$ cat src/rtl/fpa_pkg.sv
// Shared types, constants and helpers for the Q24.8 fixed-point ALU.
`timescale 1ns / 1ps
package fpa_pkg;

  localparam int DW        = 32;            // word width
  localparam int FB        = 8;             // fraction bits
  localparam int CMD_W     = 4;
  localparam int NQ_W      = DW + FB;       // divider numerator / quotient width
  localparam int DIV_STEPS = NQ_W;          // one quotient bit per stage
  localparam int NST       = DIV_STEPS + 1; // front stage plus divider stages
  localparam int MAG_W     = 2 * DW + 1;    // widest magnitude handed to saturation

  localparam logic [DW-1:0] WORD_MAX = {1'b0, {(DW-1){1'b1}}};
  localparam logic [DW-1:0] WORD_MIN = {1'b1, {(DW-1){1'b0}}};

  typedef enum logic [CMD_W-1:0] {
    CMD_ADD = 4'd0,
    CMD_SUB = 4'd1,
    CMD_MUL = 4'd2,
    CMD_DIV = 4'd3,
    CMD_MIN = 4'd4,
    CMD_MAX = 4'd5,
    CMD_INC = 4'd6,
    CMD_DEC = 4'd7,
    CMD_I2F = 4'd8,
    CMD_F2I = 4'd9
  } cmd_e;

  // One item as it travels down the pipeline
  typedef struct packed {
    logic [CMD_W-1:0]  cmd;
    logic              neg;
    logic [DW-1:0]     simple;
    logic              simple_ovf;
    logic              dz;
    logic              lt;
    logic              eq;
    logic              gt;
    logic [DW-1:0]     ma;
    logic [DW-1:0]     mb;
    logic [2*DW-1:0]   prod;
    logic [DW-1:0]     rem;
    logic [NQ_W-1:0]   nq;
  } item_t;

  typedef struct packed {
    logic [DW-1:0] res;
    logic          ovf;
  } sat_t;

  // Turn a sign and a magnitude into a saturated word
  function automatic sat_t sat_mag(input logic neg, input logic [MAG_W-1:0] mag);
    logic [MAG_W-1:0] lim_neg;
    logic [MAG_W-1:0] twos;
    sat_t             r;
    lim_neg = {{(MAG_W-DW){1'b0}}, WORD_MIN};
    twos    = ~mag + {{(MAG_W-1){1'b0}}, 1'b1};
    r.ovf   = 1'b0;
    r.res   = mag[DW-1:0];
    if (neg) begin
      if (mag > lim_neg) begin
        r.ovf = 1'b1;
        r.res = WORD_MIN;
      end else begin
        r.res = twos[DW-1:0];
      end
    end else if (mag > (lim_neg - {{(MAG_W-1){1'b0}}, 1'b1})) begin
      r.ovf = 1'b1;
      r.res = WORD_MAX;
    end
    return r;
  endfunction

endpackage

$ cat src/rtl/fpa_final.sv
// Final stage: round and saturate multiply and divide, select the result.
`timescale 1ns / 1ps
module fpa_final
  import fpa_pkg::*;
(
  input  item_t         item_i,
  output logic [DW-1:0] res_o,
  output logic          ovf_o
);

  logic [2*DW:0]  mul_rnd;
  logic           rnd_up;
  logic [NQ_W:0]  quo;
  sat_t           mul_sat, div_sat;

  // Round half away from zero on magnitudes, then saturate
  always_comb begin
    mul_rnd = {1'b0, item_i.prod} + {{(2*DW-FB+1){1'b0}}, 1'b1, {(FB-1){1'b0}}};
    mul_sat = sat_mag(item_i.neg, MAG_W'(mul_rnd[2*DW:FB]));
    rnd_up  = {item_i.rem, 1'b0} >= {1'b0, item_i.mb};
    quo     = {1'b0, item_i.nq} + {{NQ_W{1'b0}}, rnd_up};
    div_sat = sat_mag(item_i.neg, MAG_W'(quo));
  end

  // Pick the result for the command
  always_comb begin
    case (item_i.cmd)
      CMD_MUL: begin
        res_o = mul_sat.res;
        ovf_o = mul_sat.ovf;
      end
      CMD_DIV: begin
        res_o = item_i.dz ? '0 : div_sat.res;
        ovf_o = !item_i.dz && div_sat.ovf;
      end
      default: begin
        res_o = item_i.simple;
        ovf_o = item_i.simple_ovf;
      end
    endcase
  end

endmodule

$ cat config.mk
export PLATFORM = sky130hd
export DESIGN_NAME = fpa_final
export DESIGN_NICKNAME = d
export VERILOG_FILES = /design/src/rtl/fpa_pkg.sv /design/src/rtl/fpa_final.sv
export SDC_FILE = /design/constraint.sdc
export NUM_CORES = 1
export LEC_CHECK = 0
export BUFFER_PORTS_ARGS = -buffer_cell sky130_fd_sc_hd__buf_2
export CAP_MARGIN = 20
export CORE_ASPECT_RATIO = 1.1
export CORE_MARGIN = 2
export CORE_UTILIZATION = 45
export DETAILED_ROUTE_END_ITERATION = 16
export PLACE_DENSITY = 0.76
export SLEW_MARGIN = 40
export SYNTH_ARGS = -nofsm -noshare
export SYNTH_HDL_FRONTEND = slang
export SYNTH_SLANG_ARGS = --single-unit
$ cat constraint.sdc
create_clock -name vclk -period 6.89
set_input_delay 0.689 -clock vclk [all_inputs]
set_output_delay 0.689 -clock vclk [all_outputs]
set_load 0.02 [all_outputs]
==> impl_metrics.csv <==
group,metric,value,unit
timing,fin_crit,6530,ps
timing,setup_tns,0,ps
routing,drt_wl_total,25000,µm
setup_path,cp_max_fo,7,
setup_path,path_class,"in2out",
logic_synthesis,synthCells,975,
timing,setup_slack,358,ps
logic_synthesis,seq_area_frac_synth,0,%
finish,final_util,57.0,%
global_routing,grt_max_degree,67,
global_routing,grt_usage,29.2,%
floorplan,coreArea,14400,µm²
floorplan,initial_utilization,45.9,%
pwr,seqPwrFrac,0,%
finish,seq_cells,0,
logic_synthesis,synth.largest_area_cell,"xnor2_1",
logic_synthesis,synth_xor_area_share,17.1,%
pwr,powerDensity,46.4,nW/µm²
timing,worstMarginPinSlew,937,ps
logic_synthesis,synthTopCellsByCount,"xnor2_1, nand3_1, nand2_1",
global_routing,overflow,0,
routing,via_per_inst,6.33,
logic_synthesis,synthAdderAreaFrac,7.19,%
routing,wl_per_cell,18.1,µm
timing,rsz0062_at_grt,"no",
finish,clock_buffers,0,
flow_run,cap_violations,0,
logic_synthesis,synth_area_leaders,"xnor2_1, ha_1, xor2_1",
pwr,ir_drop,0.0252,mV
pwr,power_frac_clock,0,%
timing,drv_slew,0,
floorplan,io-pin-count,275,
routing,drt_iter0_drc,1001,
finish,insertedDiodeCount,0,
setup_path,cp.required,6200,ps
global_routing,grt_pass1_vias,7685,
pwr,p_int,0.154,mW
logic_synthesis,synthSimpleGateAreaFrac,37.8,%
placement,gp_congestion,0.969,
logic_synthesis,synth_area,6610,µm²
floorplan,rows,46,
routing,num_vias,8710,
logic_synthesis,netlist.area_leader.share,9.94,%
finish,fin_cells,1376,
timing,max_freq,153,MHz
placement,place_hpwl,20200,µm
global_routing,antenna_found_initial,0,
global_routing,grt_pass1_wl,38600,µm
worst_hold_path,hp-class,"in2out",
logic_synthesis,synth-compound-area-share,28.8,%
pwr,finalPower,0.380,mW
finish,num-nets-final,1466,
logic_synthesis,synthMuxAreaShare,1.57,%
setup_path,cp-end-kind,"primary output",
finish,nFillCells,1441,
logic_synthesis,syn_avg_cell_area,6.78,µm²
timing,finalHoldViolCount,0,
finish,regArea,0,µm²
floorplan,die_h,131,µm
placement,dp_slack,89.2,ps
floorplan,dieArea,15700,µm²
pwr,p_sw_share,59.6,%
routing,ant_nets,0,
routing,dr.pass1.iters,6,
timing,final-setup-viol-count,0,
logic_synthesis,synth_nets,1255,
finish,multi_input_area,6220,µm²
setup_path,worstPathArrival,5840,ps
floorplan,die_w,120,µm
timing,slew-limit-headroom,37.6,%
placement,port_buffers,233,
pwr,p_leak,3.48,nW
logic_synthesis,synth_cell_types,75,
logic_synthesis,yosys_warnings,0,
timing,fin_crit_sh,94.8,%
logic_synthesis,post-synth-top-count-cell,"xnor2_1",
logic_synthesis,synth_top_family_by_area,"simple AND/OR/NAND/NOR gates",
pwr,p_switching,0.227,mW
status,outcome,"finished clean",
finish,syn2layout_area_growth,24.0,%
clocking,hold_buffers,0,
setup_path,critPathLaunchType,"input port",
pwr,comb_power_share,100.0,%
finish,drive_gt1_share,28.8,%
placement,place_inst,1373,
routing,drc,0,
## per-layer routing
metal / up-vias / routed length [µm] / global-route usage [%]
met4: 0 / 1220 / 10.8
met5: - / 0 / 0
met2: 460 / 11500 / 48.3
met3: 80 / 1970 / 2.99
met1: 3970 / 10200 / 39.0
li1: 4200 / - / -
## final cells by class
type | instances | share of cell area [%]
Multi-Input combinational cell | 855 | 75.9
Inverter | 56 | 2.56
Tap cell | 192 | 2.93
Timing Repair Buffer | 273 | 18.6
## power groups by stage
stage	combinational [mW]	sequential, mW	clock, mW
2_1_floorplan	0.219	0	0
3_3_place_gp	0.359	0	0
3_5_place_dp	0.365	0	0
4_1_cts	0.367	0	0
5_1_grt	0.413	0	0
6_report	0.380	0	0
## kinds of logic after synthesis
kind of cell,after synthesis
simple gates,448
compound gates,230
xor+xnor,129
buf+inv,120
fa+ha+maj,38
mux,10
## path summary, 6_finish.rpt
check / start / end / depth (start not counted) / slack [ps]
max: item_i[41] / res_o[15] / 26 / 360
min: item_i[218] / res_o[13] / 3 / 1690
## per-stage QoR
step	hold WS [ps]	area, µm²
finish	1690	8200
global route	1700	8200
CTS	1700	8020
detailed placement	1700	8020
global placement	1700	8020
floorplan	1530	6610
## worst max-delay path: stages
cell and delay, ps:
buf_2 100, ha_1 300, a21oi_1 130, nor2b_1 60
o21ai_1 120, a21boi_1 80, o21a_1 170, o21a_1 170
o21a_1 170, o21ai_1 100, and3_1 190, o21ai_2 80
ha_2 190, buf_4 150, and4_1 280, nand3_1 250
nor2_1 80, or4_1 530, a2111oi_2 480, and3_1 230
a21oi_1 80, a211o_2 410, buf_12 180, a221oi_1 320
a211o_1 160, buf_2 150
## timing repair
item                       4_1_cts  5_1_grt
gates resized for setup          0       32
setup endpoints to repair        0       32
setup buffers                    0        1
## placed cells by master (no fill, tap or decap), types with 40 or more instances in the layout
| cell type | synthesis | final |
|---|---|---|
| buf_2 | 7 | 230 |
| xnor2_1 | 75 | 75 |
| nand3_1 | 70 | 70 |
| nand2_1 | 69 | 69 |
| nand4_1 | 61 | 61 |
| nor2_1 | 58 | 57 |
| inv_1 | 56 | 56 |
| xor2_1 | 54 | 54 |
| nor3_1 | 40 | 40 |
| buf_4 | 2 | 40 |
(Power assumes the default switching activity.)
