==> config.mk <==
export PLATFORM = sky130hd
export DESIGN_NAME = fpa_div_step
export DESIGN_NICKNAME = d
export VERILOG_FILES = /design/src/rtl/fpa_pkg.sv /design/src/rtl/fpa_div_step.sv
export SDC_FILE = /design/constraint.sdc
export NUM_CORES = 1
export LEC_CHECK = 0
export BUFFER_PORTS_ARGS = -buffer_cell sky130_fd_sc_hd__clkbuf_2
export CAP_MARGIN = 10
export CORE_AREA = 8 8 182 184
export DETAILED_ROUTE_END_ITERATION = 8
export DIE_AREA = 0 0 190 192
export PLACE_DENSITY_LB_ADDON = 0.12
export SETUP_SLACK_MARGIN = 0.2
export SLEW_MARGIN = 20
export SYNTH_ARGS = -nofsm -noshare
export SYNTH_HDL_FRONTEND = slang
export SYNTH_SLANG_ARGS = --single-unit
==> constraint.sdc <==
create_clock -name vclk -period 4.6
set_input_delay 0.92 -clock vclk [all_inputs]
set_output_delay 0.92 -clock vclk [all_outputs]
set_load 0.01 [all_outputs]
==> src/rtl/fpa_pkg.sv <==
// Shared types, constants and helpers for the Q24.8 fixed-point ALU.
`timescale 1ns / 1ps
package fpa_pkg;

  localparam int DW        = 32;            // word width
  localparam int FB        = 8;             // fraction bits
  localparam int CMD_W     = 4;
  localparam int NQ_W      = DW + FB;       // divider numerator / quotient width
  localparam int DIV_STEPS = NQ_W;          // one quotient bit per stage
  localparam int NST       = DIV_STEPS + 1; // front stage plus divider stages
  localparam int MAG_W     = 2 * DW + 1;    // widest magnitude handed to saturation

  localparam logic [DW-1:0] WORD_MAX = {1'b0, {(DW-1){1'b1}}};
  localparam logic [DW-1:0] WORD_MIN = {1'b1, {(DW-1){1'b0}}};

  typedef enum logic [CMD_W-1:0] {
    CMD_ADD = 4'd0,
    CMD_SUB = 4'd1,
    CMD_MUL = 4'd2,
    CMD_DIV = 4'd3,
    CMD_MIN = 4'd4,
    CMD_MAX = 4'd5,
    CMD_INC = 4'd6,
    CMD_DEC = 4'd7,
    CMD_I2F = 4'd8,
    CMD_F2I = 4'd9
  } cmd_e;

  // One item as it travels down the pipeline
  typedef struct packed {
    logic [CMD_W-1:0]  cmd;
    logic              neg;
    logic [DW-1:0]     simple;
    logic              simple_ovf;
    logic              dz;
    logic              lt;
    logic              eq;
    logic              gt;
    logic [DW-1:0]     ma;
    logic [DW-1:0]     mb;
    logic [2*DW-1:0]   prod;
    logic [DW-1:0]     rem;
    logic [NQ_W-1:0]   nq;
  } item_t;

  typedef struct packed {
    logic [DW-1:0] res;
    logic          ovf;
  } sat_t;

  // Turn a sign and a magnitude into a saturated word
  function automatic sat_t sat_mag(input logic neg, input logic [MAG_W-1:0] mag);
    logic [MAG_W-1:0] lim_neg;
    logic [MAG_W-1:0] twos;
    sat_t             r;
    lim_neg = {{(MAG_W-DW){1'b0}}, WORD_MIN};
    twos    = ~mag + {{(MAG_W-1){1'b0}}, 1'b1};
    r.ovf   = 1'b0;
    r.res   = mag[DW-1:0];
    if (neg) begin
      if (mag > lim_neg) begin
        r.ovf = 1'b1;
        r.res = WORD_MIN;
      end else begin
        r.res = twos[DW-1:0];
      end
    end else if (mag > (lim_neg - {{(MAG_W-1){1'b0}}, 1'b1})) begin
      r.ovf = 1'b1;
      r.res = WORD_MAX;
    end
    return r;
  endfunction

endpackage

==> src/rtl/fpa_div_step.sv <==
// One restoring-division step: one quotient bit per pipeline stage.
`timescale 1ns / 1ps
module fpa_div_step
  import fpa_pkg::*;
(
  input  item_t item_i,
  output item_t item_o
);

  logic [DW:0] trial;
  logic [DW:0] diff;
  logic        ge;

  // Shift in the next numerator bit and try to subtract the divisor
  always_comb begin
    trial       = {item_i.rem, item_i.nq[NQ_W-1]};
    diff        = trial - {1'b0, item_i.mb};
    ge          = trial >= {1'b0, item_i.mb};
    item_o      = item_i;
    item_o.rem  = ge ? diff[DW-1:0] : trial[DW-1:0];
    item_o.nq   = {item_i.nq[NQ_W-2:0], ge};
  end

endmodule

==> impl_summary.txt, run 1 <==
----------------------------------------------------
[Status]
  Run status ... complete, no violations

[Synthesis]
  Synth top area share ... 40.3%
  Synth Cell Area ... 3910 um^2
  Main combinational cell family by area after synthesis ... buffers and inverters
  Library cell occupying the most area in the post-synthesis netlist ... sky130_fd_sc_hd__buf_4
  Synthesized instance count ... 533
  Library cells used by synthesis ... 51
  Post-synth net total ... 808
  Arithmetic-cell share of the synthesized area counting full adders, half adders and majority gates ... 10.8%
  Xor/xnor share of the synthesized area ... 5.83%
  Largest cells by area after synthesis ... sky130_fd_sc_hd__buf_4, sky130_fd_sc_hd__ha_1, sky130_fd_sc_hd__mux2_2, sky130_fd_sc_hd__xnor2_1, sky130_fd_sc_hd__inv_1
  Compound-gate portion of the synthesized area ... 15.6%
  Sequential cell area fraction in the yosys report ... 0%
  Post-synthesis simple-gate area fraction ... 11.6%
  Syn Area/Cell ... 7.33 um^2
  Number of warnings printed during yosys synthesis ... 0
  Mux cell area share after synthesis ... 9.99%

[Final layout]
  Final instance area ... 4100 um^2
  Layout cells sized above 1 ... 51.0%
  Number of inserted diodes ... 0
  Area growth syn-to-layout ... 5.00%
  Number of clock buffers in the layout ... 0
  Non-filler instance count after layout ... 882
  Count of sequential standard cells ... 0
  Final layout net count ... 763
  Sequential cell area ... 0 um^2

[Setup path]
  Maximum fanout along the worst path ... 4
  Critical Path Sink Type ... output port
  Slowest library cell on the worst path ... sky130_fd_sc_hd__or3_4
  Worst Path Buf+Inv ... 4
  Critical path class ... in2out
  Type of element launching the critical path ... input pin
  Critical path arrival ... 3.49 ns
  Data required time at the worst endpoint ... 3.68 ns
  Crit-path max cell delay ... 0.38 ns
  Ordered cell list for the critical path ... buf_8, inv_4, ha_4, a21oi_4, a211oi_2, or3_4, nor4b_4, and2b_1, a31o_4, and3_1, o41ai_2, buf_4, clkbuf_2
  Kind of cell adding the most delay to the critical path ... simple AND/OR/NAND/NOR gates

[Pwr]
  Clock power share ... 0%
  Sequential fraction of design power ... 0%
  Max IR drop VDD ... 0.0000333 V
  Leakage ... 1.94 nW
  Total power density per cell area ... 161 nW/um^2
  Switching portion of total power ... 50.3%
  Pint ... 0.328 mW
  Combinational fraction of design power ... 100.0%
  Total net switching power ... 0.332 mW

[Global route]
  Pin count of the biggest net entering global routing ... 12
  Antenna violations before repair ... 1
  First-pass GRT wire length ... 21,600 um
  Gr ovfl total ... 0
  Combined global-route utilization of all metal layers ... 7.53%
  Vias in the first global route ... 3,495

[STA]
  Pin slew with the least headroom to its limit ... 0.533 ns
  Final Cycle Share ... 95.9%
  Final critical path time including I/O delays and setup ... 4.41 ns
  Fmax ... 0.227 GHz
  Number of setup violations in the final report ... 0
  Final Hold Vio Count ... 0
  Setup repair after global routing missed its margin ... true
  Max-Slew Margin vs Limit ... 64.0%
  Number of pins exceeding their max-slew limit in the final report ... 0

[Job]
  Maximum Capacitance Violations ... 0

[Placement]
  Sum of net half-perimeters after detailed placement ... 13,600 um
  Final weighted congestion in routability-driven placement ... 0.711
  Port bufs ... 130
  Area post-placement ... 3700 um^2
  Placed Cells incl. Taps ... 874

[Route]
  Total DRC errors in the routed layout ... 0
  Post-DR vias/cell ... 3.55
  Total routed wirelength ... 14,900 um
  DRT antenna net count ... 0
  1st-pass router iterations ... 4
  Drt initial violations ... 71
  Via count of the routed design ... 3,135
  Routed wirelength normalized by instance count ... 16.9 um

[Worst hold path]
  Class of the tightest hold or removal check ... in2out

[Floorplan]
  Core Box Area ... 30,200 um^2
  Row count ... 64
  Die outline area ... 36,500 um^2
  Chip width ... 190 um
  DIE HEIGHT ... 192 um
  Starting density of the core ... 12.9%
  IO Pins ... 484

----------------------------------------------------
[power by group through the flow]
| stage | sequential [mW] | combinational (mW) | clock (mW) |
|---|---|---|---|
| finish | 0 | 0.660 | 0 |
| CTS | 0 | 0.654 | 0 |
| global placement | 0 | 0.611 | 0 |
| detailed placement | 0 | 0.608 | 0 |
| floorplan | 0 | 0.531 | 0 |
| global route | 0 | 0.729 | 0 |
[through the flow]
stage	setup TNS [ns]	setup slack, ns	hold slack (ns)	utilization (%)	power, mW
2_1_floorplan	0	0.356	1.93	-	0.531
3_3_place_gp	-0.122	-0.0719	1.84	12.3	0.611
3_5_place_dp	-0.499	-0.111	1.84	12.3	0.608
4_1_cts	0	0.106	1.84	13.1	0.654
5_1_grt	0	0.0392	1.84	13.6	0.729
6_report	0	0.189	1.84	13.6	0.660
[final timing paths]
check,cells after the start,startpoint,end,slack (ns)
setup / recovery,13,item_i[143],item_o[71],0.19
hold / removal,0,item_i[111],item_o[111],1.84
[cell usage in the layout (no fill, tap or decap), types with 3 or more instances in the layout]
master                     count
sky130_fd_sc_hd__o21a_1        4
sky130_fd_sc_hd__mux2_2       20
sky130_fd_sc_hd__a31oi_1       4
sky130_fd_sc_hd__xor2_1        7
sky130_fd_sc_hd__clkbuf_2    122
sky130_fd_sc_hd__nor3b_1       3
sky130_fd_sc_hd__inv_1        34
sky130_fd_sc_hd__inv_2         5
sky130_fd_sc_hd__ha_1         21
sky130_fd_sc_hd__nor3_1        5
sky130_fd_sc_hd__and3_1        3
sky130_fd_sc_hd__o21ai_0      12
sky130_fd_sc_hd__xnor2_1      18
sky130_fd_sc_hd__a21o_1        9
sky130_fd_sc_hd__mux2_4        9
sky130_fd_sc_hd__nand3_1       6
sky130_fd_sc_hd__buf_4        38
sky130_fd_sc_hd__nand4_1       9
sky130_fd_sc_hd__a21oi_1      26
sky130_fd_sc_hd__a21boi_0      3
sky130_fd_sc_hd__nand2_1      24
sky130_fd_sc_hd__o21bai_1      4
sky130_fd_sc_hd__nor2_1       23
sky130_fd_sc_hd__nor2b_1       4
sky130_fd_sc_hd__buf_6         7
sky130_fd_sc_hd__ha_4         10
sky130_fd_sc_hd__o211ai_1      3
[cells by family (layout without fill, tap and decap cells)]
kind of cell / count (synthesis) / count (layout)
AOI/OAI and AO/OA: 89 / 89
and+or+nand+nor: 89 / 89
buffers and inverters: 264 / 217
muxes: 32 / 32
adders and majority gates: 33 / 33
xor gates and xnor gates: 26 / 26
[Yosys cell counts (2+ instances only)]
cell / instances
sky130_fd_sc_hd__buf_4: 210
sky130_fd_sc_hd__inv_1: 40
sky130_fd_sc_hd__ha_1: 32
sky130_fd_sc_hd__a21oi_1: 26
sky130_fd_sc_hd__nand2_1: 24
sky130_fd_sc_hd__nor2_1: 23
sky130_fd_sc_hd__mux2_2: 20
sky130_fd_sc_hd__xnor2_1: 18
sky130_fd_sc_hd__o21ai_0: 13
sky130_fd_sc_hd__a21o_1: 9
sky130_fd_sc_hd__clkbuf_1: 9
sky130_fd_sc_hd__mux2_4: 9
sky130_fd_sc_hd__nand4_1: 9
sky130_fd_sc_hd__xor2_1: 8
sky130_fd_sc_hd__nand3_1: 7
sky130_fd_sc_hd__nor2b_1: 6
sky130_fd_sc_hd__nor3_1: 6
sky130_fd_sc_hd__a31oi_1: 5
sky130_fd_sc_hd__o21a_1: 4
sky130_fd_sc_hd__o21bai_1: 4
sky130_fd_sc_hd__a211oi_1: 3
sky130_fd_sc_hd__a21boi_0: 3
sky130_fd_sc_hd__a31o_2: 3
sky130_fd_sc_hd__and3_1: 3
sky130_fd_sc_hd__mux2i_1: 3
sky130_fd_sc_hd__nor3b_1: 3
sky130_fd_sc_hd__o211ai_1: 3
sky130_fd_sc_hd__a221oi_1: 2
sky130_fd_sc_hd__and2_1: 2
sky130_fd_sc_hd__buf_2: 2
sky130_fd_sc_hd__nor4_1: 2
sky130_fd_sc_hd__o2111ai_1: 2
sky130_fd_sc_hd__o41ai_1: 2
[area by class of cell]
type,count,area [um^2]
multi-input combinational,269,2320
inverter,41,159
timing repair buffer,176,1130
tap,396,495
fill,3503,26100
[layer usage]
metal / up-vias / wire [um] / global-route usage [%]
li1: 1488 / - / -
met1: 1388 / 5630 / 8.08
met2: 195 / 7370 / 13.5
met3: 62 / 1390 / 2.54
met4: 2 / 539 / 2.92
met5: - / 13 / 0
[repair_timing]
item | CTS | global route
hold buffers | 0 | 0
cloned | 1 | 1
setup buffers | 3 | 3
endpoints found under the hold margin | 0 | 0
resized for setup | 32 | 28
endpoints found under the setup margin | 31 | 31
pin swaps | 13 | 5
No activity file was read; power rests on OpenSTA's default activity.
==> run 2, diff against run 1 <==
--- a/config.mk
+++ b/config.mk
@@ -7,9 +7,9 @@
 export LEC_CHECK = 0
 export BUFFER_PORTS_ARGS = -buffer_cell sky130_fd_sc_hd__clkbuf_2
 export CAP_MARGIN = 10
-export CORE_AREA = 8 8 182 184
+export CORE_AREA = 8 8 184 186
 export DETAILED_ROUTE_END_ITERATION = 8
-export DIE_AREA = 0 0 190 192
+export DIE_AREA = 0 0 192 194
 export PLACE_DENSITY_LB_ADDON = 0.12
 export SETUP_SLACK_MARGIN = 0.2
 export SLEW_MARGIN = 20
==> constraint.sdc (replaced) <==
create_clock -name vclk -period 3.75
set_input_delay 0.75 -clock vclk [all_inputs]
set_output_delay 0.75 -clock vclk [all_outputs]
set_load 0.01 [all_outputs]
==> impl_summary.txt, run 2 (synthesis gave the netlist of run 1 again) <==
----------------------------------------------------
[STA]
  Final Hold Vio Count ... 0 (unchanged)
  Number of pins exceeding their max-slew limit in the final report ... 0 (unchanged)
  Final critical path time including I/O delays and setup ... 4.01 ns
  Number of setup violations in the final report ... 32 (+32)
  Setup repair after global routing missed its margin ... true
  Max-Slew Margin vs Limit ... 66.9% (+2.9 points)
  Post-route setup slack ... -0.263 ns (-0.452 ns)
  Pin slew with the least headroom to its limit ... 0.492 ns (-0.0412 ns)
  Fmax ... 0.249 GHz
  Final Cycle Share ... 107%

[Status]
  Violated checks ... negative setup slack
  Run status ... complete, but fails checks

[Floorplan]
  Row count ... 65 (+1.6%)
  Core Box Area ... 31,100 um^2 (+2.9%)
  Chip width ... 192 um (+1.1%)
  Die outline area ... 37,200 um^2 (+2.1%)
  DIE HEIGHT ... 194 um (+1.0%)
  Starting density of the core ... 12.6% (-0.37 points)
  IO Pins ... 484 (unchanged)

[Setup path]
  Source of the critical timing path ... item_i[46]
  Type of element launching the critical path ... input pin
  Critical path class ... in2out
  Data required time at the worst endpoint ... 3.00 ns (-0.68 ns)
  Critical path arrival ... 3.26 ns (-0.23 ns)
  Maximum fanout along the worst path ... 6 (+2)
  Critical Path Sink Type ... output port

[Global route]
  GR Util met2 ... 12.3% (-1.1 points)
  M3 GR Usage ... 1.47% (-1.1 points)
  Pin count of the biggest net entering global routing ... 10 (-2)
  Gr ovfl total ... 0 (unchanged)
  Vias in the first global route ... 3,775 (+8.0%)
  GRT met1 Usage ... 8.06% (-0.024 points)
  First-pass GRT wire length ... 20,900 um (-3.1%)
  Combined global-route utilization of all metal layers ... 6.93% (-0.60 points)
  Layer with the highest usage after global routing ... met2
  Antenna violations before repair ... 0 (-1)

[Final layout]
  # fillers ... 3,610 (+3.1%)
  Number of inserted diodes ... 0 (unchanged)
  Leading cell types in the layout, fill and taps excluded ... sky130_fd_sc_hd__buf_4, sky130_fd_sc_hd__clkbuf_2, sky130_fd_sc_hd__inv_1
  Multi-input combinational cell area ... 2340 um^2 (+0.86%)
  Layout cells sized above 1 ... 59.0% (+8.0 points)
  Final layout net count ... 848 (+11%)
  Number of clock buffers in the layout ... 0 (unchanged)
  Final instance area ... 4740 um^2 (+16%)
  Sequential cell area ... 0 um^2 (unchanged)
  Area growth syn-to-layout ... 21.4%
  Most frequent standard cell in the layout excluding fill and tap cells ... sky130_fd_sc_hd__buf_4
  Count of sequential standard cells ... 0 (unchanged)

[Pwr]
  Max IR drop VDD ... 0.0000469 V (+41%)
  Leakage ... 2.35 nW (+21%)
  Design Power ... 0.899 mW (+36%)
  Total power density per cell area ... 189 nW/um^2 (+18%)

[Clock tree]
  Number of buffers added to fix hold violations after cts ... 0 (unchanged)

[Placement]
  Area post-placement ... 4450 um^2 (+20%)
  Sum of net half-perimeters after detailed placement ... 13,100 um (-3.7%)
  Final weighted congestion in routability-driven placement ... 0.763 (+7.2%)
  Port bufs ... 130 (unchanged)

[Route]
  Via count of the routed design ... 3,384 (+7.9%)
  DRT antenna net count ... 0 (unchanged)
  Total DRC errors in the routed layout ... 0 (unchanged)
  1st-pass router iterations ... 4 (unchanged)
  Drt initial violations ... 66 (-7.0%)
  Post-DR vias/cell ... 3.48 (-2.2%)
  Total routed wirelength ... 14,200 um (-4.9%)
  Routed wirelength normalized by instance count ... 14.6 um (-14%)

[Worst hold path]
  Worst Hold Launch ... item_i[109]
  Class of the tightest hold or removal check ... in2out

[Job]
  Maximum Capacitance Violations ... 0 (unchanged)

----------------------------------------------------
-- run 2: worst paths after layout --
| path | endpoint | slack, ns | cells after the start |
|---|---|---|---|
| max | item_o[70] | -0.26 | 13 |
| min | item_o[109] | 1.50 | 0 |
-- run 2: layout make-up --
cell class,instances,area share (%)
inverter,41,3.72
multi-input combinational,269,49.3
tap,402,10.6
timing repair buffer,261,36.4
-- run 2: power breakdown --
part | internal [mW] | switching (mW)
clock | 0 | 0
sequential | 0 | 0
combinational | 0.473 | 0.425
-- run 2: critical path: stages --
cell and delay (ns):
sky130_fd_sc_hd__buf_8 0.10, sky130_fd_sc_hd__ha_4 0.25, sky130_fd_sc_hd__a21oi_4 0.15, sky130_fd_sc_hd__a211oi_2 0.09
sky130_fd_sc_hd__or3_4 0.40, sky130_fd_sc_hd__nor4b_4 0.38, sky130_fd_sc_hd__o21ai_2 0.12, sky130_fd_sc_hd__a31oi_4 0.17
sky130_fd_sc_hd__o21a_4 0.19, sky130_fd_sc_hd__inv_8 0.07, sky130_fd_sc_hd__buf_12 0.14, sky130_fd_sc_hd__mux2_4 0.30
sky130_fd_sc_hd__clkbuf_2 0.13
-- run 2: layer usage --
layer / routed length, um / up-vias
met1: 5850 / 1481
met3: 1070 / 80
met2: 6810 / 161
met4: 480 / 0
met5: 0 / -
li1: - / 1662
-- run 2: metrics by stage --
step           TNS, ns  util, %  worst slack (ns)  cells  hold slack (ns)
3_5_place_dp    -14.21     14.3            -0.507    966             1.50
6_report         -6.90     15.3            -0.263    973             1.50
2_1_floorplan   -0.710        -           -0.0789    533             1.59
3_3_place_gp    -13.30     14.3            -0.482    966             1.50
5_1_grt         -11.16     15.3            -0.392    973             1.50
4_1_cts          -8.30     15.1            -0.309    972             1.50
-- run 2: timing repair --
item / CTS / global route
setup endpoints to repair: 33 / 33
cloned: 0 / 1
pin swaps: 9 / 7
gates resized for setup: 35 / 16
buffers inserted: 6 / 0
==> run 3, diff against run 2 <==
--- a/config.mk
+++ b/config.mk
@@ -11,7 +11,6 @@
 export DETAILED_ROUTE_END_ITERATION = 8
 export DIE_AREA = 0 0 192 194
 export PLACE_DENSITY_LB_ADDON = 0.12
-export SETUP_SLACK_MARGIN = 0.2
 export SLEW_MARGIN = 20
 export SYNTH_ARGS = -nofsm -noshare
 export SYNTH_HDL_FRONTEND = slang
==> impl_summary.txt, run 3 (synthesis gave the netlist of run 1 again) <==
----------------------------------------------------
[Floorplan]
  Row count ... 65 (unchanged)
  DIE HEIGHT ... 194 um (unchanged)
  Starting density of the core ... 12.6% (unchanged)
  Chip width ... 192 um (unchanged)
  IO Pins ... 484 (unchanged)
  Core Box Area ... 31,100 um^2 (unchanged)
  Die outline area ... 37,200 um^2 (unchanged)

[Setup path]
  Type of element launching the critical path ... input pin
  Critical path class ... in2out
  Critical path arrival ... 3.40 ns (+0.14 ns)
  Data required time at the worst endpoint ... 3.00 ns (about the same)
  Maximum fanout along the worst path ... 8 (+2)
  Ordered cell list for the critical path ... buf_8, ha_4, a21oi_4, a211oi_2, or3_4, nor4b_4, buf_4, o21ai_4, a31oi_4, o21a_4, clkinv_8, buf_12, mux2_4, buf_6
  Crit-path max cell delay ... 0.40 ns (about the same)
  Slowest library cell on the worst path ... sky130_fd_sc_hd__or3_4
  Critical Path Sink Type ... output port

[STA]
  Final critical path time including I/O delays and setup ... 4.15 ns (+0.135 ns)
  Number of pins exceeding their max-slew limit in the final report ... 0 (unchanged)
  Fmax ... 0.241 GHz (-3.3%)
  Final Hold Vio Count ... 0 (unchanged)
  Max-Slew Margin vs Limit ... 68.9% (+2.0 points)
  Pin slew with the least headroom to its limit ... 0.466 ns (-0.0257 ns)
  Number of setup violations in the final report ... 33 (+3.1%)
  Final Cycle Share ... 111% (+3.6 points)
  Setup repair after global routing missed its margin ... true
  Post-route setup slack ... -0.398 ns (-0.135 ns)

[Route]
  DRT antenna net count ... 0 (unchanged)
  Total routed wirelength ... 14,600 um (+2.7%)
  Drt initial violations ... 59 (-11%)
  Via count of the routed design ... 3,393 (+0.27%)
  Total DRC errors in the routed layout ... 0 (unchanged)
  Routed wirelength normalized by instance count ... 15.1 um (+3.3%)
  Post-DR vias/cell ... 3.51 (+0.78%)
  1st-pass router iterations ... 4 (unchanged)

[Pwr]
  Leakage ... 2.48 nW (+5.6%)
  Max IR drop VDD ... 0.0000555 V (+18%)
  Total power density per cell area ... 206 nW/um^2 (+8.6%)
  Design Power ... 1.03 mW (+15%)

[Global route]
  Gr ovfl total ... 0 (unchanged)
  Combined global-route utilization of all metal layers ... 7.33% (+0.41 points)
  Vias in the first global route ... 3,877 (+2.7%)
  First-pass GRT wire length ... 21,900 um (+4.9%)
  Pin count of the biggest net entering global routing ... 9 (-1)
  Antenna violations before repair ... 0 (unchanged)

[Worst hold path]
  Worst Hold Launch ... item_i[103]
  Class of the tightest hold or removal check ... in2out
  Hold endpoint ... item_o[103]
  Worst Hold Path Cells ... 0 (unchanged)

[Placement]
  Port bufs ... 130 (unchanged)
  Final weighted congestion in routability-driven placement ... 0.740 (-3.0%)
  Area post-placement ... 4370 um^2 (-1.8%)
  Placed Cells incl. Taps ... 958 (-0.83%)
  Sum of net half-perimeters after detailed placement ... 12,800 um (-1.6%)

[Final layout]
  # fillers ... 3,583 (-0.75%)
  Number of clock buffers in the layout ... 0 (unchanged)
  Most frequent standard cell in the layout excluding fill and tap cells ... sky130_fd_sc_hd__buf_4
  Count of sequential standard cells ... 0 (unchanged)
  Layout cells sized above 1 ... 58.1% (-0.89 points)
  Area growth syn-to-layout ... 28.2%
  Number of inserted diodes ... 0 (unchanged)
  Final layout net count ... 843 (-0.59%)
  Non-filler instance count after layout ... 968 (-0.51%)
  Multi-input combinational cell area ... 2410 um^2 (+3.0%)
  Leading cell types in the layout, fill and taps excluded ... sky130_fd_sc_hd__buf_4, sky130_fd_sc_hd__clkbuf_2, sky130_fd_sc_hd__buf_6
  Sequential cell area ... 0 um^2 (unchanged)
  Final instance area ... 5010 um^2 (+5.6%)

[Status]
  Run status ... complete, but fails checks
  Violated checks ... negative setup slack

[Clock tree]
  Number of buffers added to fix hold violations after cts ... 0 (unchanged)

[Job]
  Maximum Capacitance Violations ... 0 (unchanged)

----------------------------------------------------
## run 3: cell count changes in the layout (fill, tap and decap cells not counted), sizes merged
cell,delta
buf,+27
clkbuf,-32
clkinv,+1
inv,-1
## run 3: how the worst max path moves through the flow
stage	start	to	depth (start not counted)
floorplan	item_i[146]	item_o[61]	14
global placement	item_i[142]	item_o[71]	14
detailed placement	item_i[142]	item_o[71]	14
CTS	item_i[46]	item_o[71]	13
global route	item_i[46]	item_o[48]	14
finish	item_i[46]	item_o[48]	14
## run 3: critical path, delay by kind of cell
kind / cells / cell delay [ns]
and+or+nand+nor: 2 / 0.72
buffers and inverters: 5 / 0.67
adders and majority gates: 1 / 0.25
AOI/OAI and AO/OA: 5 / 0.66
muxes: 1 / 0.32
## run 3: repair_timing
action / 4_1_cts / 5_1_grt
gates cloned: 2 / 0
endpoints found under the setup margin: 33 / 33
pin swaps: 15 / 10
setup buffers: 7 / 3
gates resized for setup: 52 / 96
## run 3: layout make-up
class | instances | share of cell area, %
Multi-Input combinational cell | 269 | 48.1
Timing Repair Buffer | 256 | 38.2
Tap cell | 402 | 10.0
Inverter | 41 | 3.67
## run 3: layer usage
| metal | up-vias | share of wire (%) | global-route usage (%) |
|---|---|---|---|
| li1 | 1651 | - | - |
| met4 | 0 | 4.6 | 3.17 |
| met5 | - | 0 | 0 |
| met2 | 146 | 48 | 12.9 |
| met1 | 1504 | 40 | 8.50 |
| met3 | 92 | 7.1 | 1.31 |
## run 3: metrics by stage
stage	hold WS [ns]	utilization [%]	TNS, ns	setup WS [ns]
2_1_floorplan	1.59	-	-0.724	-0.0726
3_3_place_gp	1.50	14.1	-14.47	-0.742
3_5_place_dp	1.50	14.1	-15.28	-0.772
4_1_cts	1.50	15.2	-12.67	-0.477
5_1_grt	1.50	16.1	-14.17	-0.485
6_report	1.50	16.1	-11.35	-0.398
## run 3: power breakdown
group / leakage (nW) / switching, mW / total, mW / internal, mW
Combinational: 2.48 / 0.452 / 1.03 / 0.579
Clock: 0 / 0 / 0 / 0
Sequential: 0 / 0 / 0 / 0
Total: 2.48 / 0.452 / 1.03 / 0.579
